<file path="config.mk">
export PLATFORM = sky130hd
export DESIGN_NAME = sacl_ctrl
export DESIGN_NICKNAME = d
export VERILOG_FILES = /design/src/hw/rtl/sacl_pkg.sv /design/src/hw/rtl/sacl_ctrl.sv
export SDC_FILE = /design/constraint.sdc
export NUM_CORES = 1
export LEC_CHECK = 0
export ABC_AREA = 1
export ABC_CLOCK_PERIOD_IN_PS = 1150
export CORE_AREA = 2 2 39 41
export CTS_CLUSTER_SIZE = 24
export DETAILED_ROUTE_END_ITERATION = 10
export DIE_AREA = 0 0 41 43
export DONT_BUFFER_PORTS = 1
export GPL_TIMING_DRIVEN = 1
export MAX_ROUTING_LAYER = met4
export PLACE_DENSITY_LB_ADDON = 0.08
export SYNTH_ARGS = -nofsm -noshare
export SYNTH_HDL_FRONTEND = slang
export SYNTH_SLANG_ARGS = --single-unit
</file>
<file path="constraint.sdc">
create_clock -name clk -period 1.15 [get_ports clk]
set_input_delay 0.115 -clock clk [delete_from_list [all_inputs] [get_ports clk]]
set_output_delay 0.115 -clock clk [all_outputs]
set_load 0.02 [all_outputs]
</file>
<file path="src/hw/rtl/sacl_pkg.sv">
`default_nettype none
// ----------------------------------------------------------------------------
// sacl_pkg: shared types and constants of the LRU cache tag unit
// Request and result formats, configuration register indexes, tag store row
// layout and the command/status bundles between controller and datapath.
// ----------------------------------------------------------------------------
package sacl_pkg;

  // Sizing
  localparam int MAX_INDEX_BITS = 10;
  localparam int MAX_WAYS       = 8;
  localparam int COUNTER_BITS   = 32;

  localparam int ADDR_W   = 64;
  localparam int TAG_W    = 64;
  localparam int OUT_CNT_W = 32;
  localparam int SET_W    = (MAX_INDEX_BITS > 0) ? MAX_INDEX_BITS : 1;
  localparam int NUM_SETS = 1 << MAX_INDEX_BITS;
  localparam int WAY_W    = (MAX_WAYS > 1) ? $clog2(MAX_WAYS) : 1;
  localparam int RANK_W   = WAY_W;
  localparam int IDXB_W   = $clog2(MAX_INDEX_BITS + 1);

  // Configuration port
  localparam int CFG_IDX_W  = 2;
  localparam int CFG_DATA_W = 5;
  localparam logic [CFG_IDX_W-1:0] CFG_CACHE_SIZE_LOG2 = 2'd0;
  localparam logic [CFG_IDX_W-1:0] CFG_LINE_SIZE_LOG2  = 2'd1;
  localparam logic [CFG_IDX_W-1:0] CFG_WAYS_LOG2       = 2'd2;

  localparam logic [4:0] RST_CACHE_SIZE_LOG2 = 5'd15;
  localparam logic [3:0] RST_LINE_SIZE_LOG2  = 4'd5;
  localparam logic [1:0] RST_WAYS_LOG2       = 2'd1;

  localparam logic OP_READ  = 1'b0;
  localparam logic OP_WRITE = 1'b1;

  // One access request
  typedef struct packed {
    logic              operation;
    logic [ADDR_W-1:0] address;
  } in_req_t;

  // One access result
  typedef struct packed {
    logic                 hit;
    logic [OUT_CNT_W-1:0] access_count;
    logic [OUT_CNT_W-1:0] read_count;
    logic [OUT_CNT_W-1:0] read_miss_count;
    logic [OUT_CNT_W-1:0] write_count;
    logic [OUT_CNT_W-1:0] write_miss_count;
  } out_result_t;

  // One way of a set as held in the tag store
  typedef struct packed {
    logic              valid;
    logic [RANK_W-1:0] rank;
    logic [TAG_W-1:0]  tag;
  } way_entry_t;

  typedef way_entry_t [MAX_WAYS-1:0] set_row_t;

  // Controller to datapath
  typedef struct packed {
    logic capture;   // latch request, split address
    logic lookup;    // read the set row
    logic update;    // compare, write back row, bump counters
    logic clr_step;  // write one cleared row
  } sacl_cmd_t;

  // Datapath to controller
  typedef struct packed {
    logic clr_last;  // clear pointer at last row
    logic cfg_hit;   // a known register is being written
  } sacl_status_t;

endpackage : sacl_pkg
`default_nettype wire

</file>
<file path="src/hw/rtl/sacl_ctrl.sv">
`default_nettype none
// ----------------------------------------------------------------------------
// sacl_ctrl: sequencer of the LRU cache tag unit
// Runs the clearing pass, then steps each request through lookup and update.
// ----------------------------------------------------------------------------
module sacl_ctrl
  import sacl_pkg::*;
(
  input  wire logic         clk,
  input  wire logic         rst_n,
  input  wire logic         start,
  output logic              busy,
  input  wire sacl_status_t status,
  output sacl_cmd_t         cmd
);

  typedef enum logic [3:0] {
    ST_CLEAR  = 4'b0001,
    ST_IDLE   = 4'b0010,
    ST_LOOKUP = 4'b0100,
    ST_UPDATE = 4'b1000
  } state_t;

  state_t state_r, state_nxt;
  logic   accept;

  // a new request may enter while the previous one writes back
  assign busy   = (state_r == ST_CLEAR) || (state_r == ST_LOOKUP);
  assign accept = start && !busy;

  // next state
  always_comb begin
    state_nxt = state_r;
    if (status.cfg_hit) begin
      state_nxt = ST_CLEAR;
    end else begin
      unique case (state_r)
        ST_CLEAR:  if (status.clr_last) state_nxt = ST_IDLE;
        ST_IDLE:   if (start) state_nxt = ST_LOOKUP;
        ST_LOOKUP: state_nxt = ST_UPDATE;
        ST_UPDATE: state_nxt = start ? ST_LOOKUP : ST_IDLE;
        default:   state_nxt = ST_CLEAR;
      endcase
    end
  end

  always_ff @(posedge clk) begin
    if (!rst_n) begin
      state_r <= ST_CLEAR;
    end else begin
      state_r <= state_nxt;
    end
  end

  // commands
  always_comb begin
    cmd.capture  = accept;
    cmd.lookup   = (state_r == ST_LOOKUP);
    cmd.update   = (state_r == ST_UPDATE);
    cmd.clr_step = (state_r == ST_CLEAR);
  end

endmodule : sacl_ctrl
`default_nettype wire

</file>
# After elaboration in Yosys (flattened, before gate mapping)
# Index checks and enable logic that the tools add are counted.
[op_classes]
n_eq_ne = 6
mux = 4
n_bitwise = 1
reduce_logical = 5
[op_table]
columns = ["op", "count"]
rows = [
  ["4-bit one-hot mux with 4 select lines", 1],
  ["4-bit two-way mux", 2],
  ["4-bit by 1-bit == test with 1-bit output (second input constant)", 1],
  ["4-bit by 2-bit == test with 1-bit output (second input constant)", 1],
  ["4-bit by 3-bit == test with 1-bit output (second input constant)", 1],
  ["4-bit == test (second input constant)", 1],
  ["2-bit != test (second input constant)", 2],
  ["3-bit two-way mux", 1],
  ["2-bit AND reduction", 1],
  ["2-bit OR reduction", 1],
  ["1-bit logical AND", 1],
  ["1-bit logical NOT", 1],
  ["1-bit logical OR", 1],
  ["1-bit NOT", 1],
]
[word_totals]
reg_bits = 4
inputBits = 5
out_inout_bits = 5
word_cells = 17

# Logic depth before layout (Yosys ltp)
[logic_depth]
ltp_word = 4
depth_mapped = 7
depth_no_buf = 6

# Worst setup path after synthesis
# Ideal clock, no wire load.
[synth_timing]
path_kind = "register to output"
startpoint = "register state_r[0]"
endpoint = "output port cmd[3] (netlist bit)"
arrival_ns = 1.119
required_time_ns = 1.035
setup_slack_ns = -0.084
path_stages_with_launch = 8
n_path_buf = 1
cell_sequence = "dfxtp_1 nor2_2 inv_2 nor2_2 nor2_2 inv_2 nor2_2 buf_4"
[synth_lines]
columns = ["item", "line_no", "rtl"]
rows = [
  ["start, declared", "sacl_ctrl.sv:24", "state_t state_r, state_nxt;"],
  ["start signal, assigned", "sacl_ctrl.sv:51", "state_r <= state_nxt;"],
  ["end, declared", "sacl_ctrl.sv:14", "output sacl_cmd_t cmd"],
]

# Worst setup path after layout
[layout_timing]
startpoint = "register state_r[3]"
endpoint = "output port busy"
[layout_between]
elab_chain_len = 2
word_cells_on_any_way = 3
classes_between = "2 x eq/ne; 1 x reduce/logical"
[layout_lines]
columns = ["item", "line_no", "rtl"]
rows = [
  ["4-bit by 1-bit == test with 1-bit output / 4-bit by 3-bit == test with 1-bit output (equally long branches)", "sacl_ctrl.sv:28", "assign busy = (state_r == ST_CLEAR) || (state_r == ST_LOOKUP);"],
  ["1-bit logical OR *", "sacl_ctrl.sv:28", ""],
  ["end, declared", "sacl_ctrl.sv:12", "output logic busy,"],
]
# Mark *: on every way between the ends. The rest lies on a longest branch, timed or not.

==> metrics.txt <==
num rows 14; number of fill cells about 160; cell area after synthesis 254 µm²; clock transition at the registers of the reported paths 0.04 ns; Lkg Pwr 0.189 nW; ANT cells 0; count of placed standard cells including taps 58; ordered cell list for the critical path nor2_4, nand3_2, inv_2, nor2_4, inv_2, buf_12; failing checks setup timing; wire length of the first global-routing pass 972 µm; via density per instance 3.86; flop and latch count out of synthesis 4; routed wire length 576 µm; CORE AREA approximately 1400 µm²; Synth Area per Inst 6.51 µm²; via count of the first global-routing pass between 200 and 300; Largest register FFs 4; Max Buffers Root-to-Sink 2; DRC violations left 0; largest stage delay on the critical path 0.33 ns; highest net fanout along the worst path 3; number of clock sinks 4; mux cell area share after synthesis 0%; Critical-path top delay cell sky130_fd_sc_hd__dfxtp_2; Vert. Die Dim 43 µm; Total Die Area 1760 µm²; source of the worst hold timing path status[0]; final number of max-transition violations 0; TritonCTS Buffers 3; max cap viols 0; power density relative to cell area 968 nW/µm²; largest family of logic cells by synthesized area simple AND/OR/NAND/NOR gates; Biggest register state_r; number of endpoints with negative hold slack in the final report 0; RSZ-0062 raised after global routing yes; Top Registers state_r (4); classification of the worst-slack hold path primary input to register; proportion of synthesized chip area in sequential cells 31.5%; clk_skew 0.00202 ns; antenna violations before repair 0; minimum clock period after layout around 1.2 ns; GRT Total Usage 8.74%; TritonCTS clock tree built; area of all placed cells without fillers 438 µm²; Slew @ Worst Pin 0.158 ns; Max H-tree Level 1; layout overhead on the synthesized area 72.4%; largest net degree at the start of global routing 5; Crit. Startpoint state_r[3]; antenna violation net count after detailed routing 0; synthesized-area fraction occupied by ao, oa, aoi and oai cells 4.93%; Setup WS post-layout -0.0660 ns; critical path required time around 1.0 ns; critical path endpoint category primary output; Max Clock Freq 0.822 GHz; routed wire length per instance between 8 and 9 µm; final count of negative-setup-slack endpoints 4; Adder-Cell Fraction of Synth Area 0%; Crit Reg-Reg Startpoint state_r[3]; layout cell share with drive strength beyond 1 about two thirds; Die W 41 µm; port bufs 0; crit path kind register to primary output; gr ovfl total 0; Peak VDD IR about 0.28 mV; share of the clock period used by the worst path 106%; Syn Nets between 40 and 50; Post-DP Area 314 µm²; HPWL Detailed 449 µm; Pre-Repair DR Iteration Count 3; net count reported at finish 60; Netlist cell types 14; xor-xnor portion of the synthesized cell area 0%; number of warnings issued by yosys 0; hold bufs inserted after CTS 0; latest clock arrival within the worst-skew pair around 0.23 ns; arrival time of the worst setup path 1.10 ns; outcome finished with violations; startpoint type of the worst setup path register; Final Non-Filler Cells 69; effective utilization at floorplan 18.4%; simple-gate share of the synthesized area 45.8%; Clock Root Buffer sky130_fd_sc_hd__clkbuf_4; post-synthesis cell count 39; First DRT Iteration DRCs 4; routability congestion estimate from global placement 0.688; Rel. slew slack between 80% and 90%; number of top-level pins 10; DR vias 266
[metrics by stage]
stage	setup WS, ns	power [mW]	utilization, %	setup TNS (ns)	hold slack (ns)
3_5_place_dp	0.0410	0.232	22.7	0	0.246
3_3_place_gp	0.0324	0.233	22.7	0	0.245
6_report	-0.0660	0.424	31.6	-0.154	0.0128
2_1_floorplan	0.00247	0.206	-	0	0.238
5_1_grt	-0.132	0.458	31.6	-0.462	0.0117
4_1_cts	-0.0887	0.423	29.0	-0.203	0.00750
[power by group]
group	internal [mW]	switching, mW
registers	0.144	0.00574
logic	0.0521	0.0567
clock network	0.116	0.0492
total	0.312	0.112
[logic make-up after synthesis]
family / Yosys count
flops: 4
simple gates: 22
buf+inv: 11
compound gates: 2
[worst max-delay path, delay by kind of cell (launching register included)]
family        cells  cell delay, ns
flops             1            0.33
buf+inv           3            0.28
simple gates      3            0.26
[routing by layer]
metal	GRT usage [%]	routed length [µm]	vias to the layer above
li1	-	-	146
met1	8.36	212	113
met2	12.8	326	7
met3	3.14	37	0
met4	8.00	0	0
met5	-	0	-
[worst paths after layout]
kind / endpoint / slack (ns) / depth (start not counted)
hold reg to reg: state_r[3] / 0.53 / 2
setup reg to reg: state_r[0] / 0.03 / 7
hold / removal: state_r[0] / 0.01 / 2
setup / recovery: busy / -0.07 / 6
[area by class of cell]
class	count	area [µm²]	area share (%)
Clock buffer	3	22.5	5.14
Timing Repair Buffer	12	106	24.3
Multi-Input combinational cell	24	164	37.4
Inverter	10	37.5	8.57
Sequential cell	4	87.6	20.0
Tap cell	16	20.0	4.57
[cell usage after synthesis (all sizes together)]
cell type	number	area share (%)
nand3	3	7.9
nor2	11	22
a21oi	1	2.0
inv	10	15
o21a	1	3.0
nand2	5	7.4
nand4	1	2.5
dfxtp	4	32
buf	1	3.0
nor3	2	5.9
[timing repair]
action                                  CTS  global route
pin swaps                                 7             3
endpoints found under the setup margin    3             6
setup buffers                             4             5
gates resized for setup                  13             2
[placed cells by master, fill, tap and decap left out]
cell type,Yosys,layout
sky130_fd_sc_hd__buf_4,1,10
sky130_fd_sc_hd__inv_2,2,5
sky130_fd_sc_hd__nor2_4,0,5
sky130_fd_sc_hd__inv_1,8,5
sky130_fd_sc_hd__nor2_1,5,5
sky130_fd_sc_hd__nand2_1,5,3
sky130_fd_sc_hd__clkbuf_4,0,3
sky130_fd_sc_hd__dfxtp_2,0,3
sky130_fd_sc_hd__nand2_2,0,2
sky130_fd_sc_hd__nand3_2,1,2
sky130_fd_sc_hd__nor2_2,6,1
sky130_fd_sc_hd__nand4_1,1,1
sky130_fd_sc_hd__o21a_1,1,1
sky130_fd_sc_hd__nor3_2,1,1
sky130_fd_sc_hd__nand3_1,2,1
sky130_fd_sc_hd__a21oi_1,1,1
sky130_fd_sc_hd__nor3_1,1,1
sky130_fd_sc_hd__buf_12,0,1
sky130_fd_sc_hd__buf_6,0,1
sky130_fd_sc_hd__dfxtp_4,0,1
(Power assumes the default switching activity.)
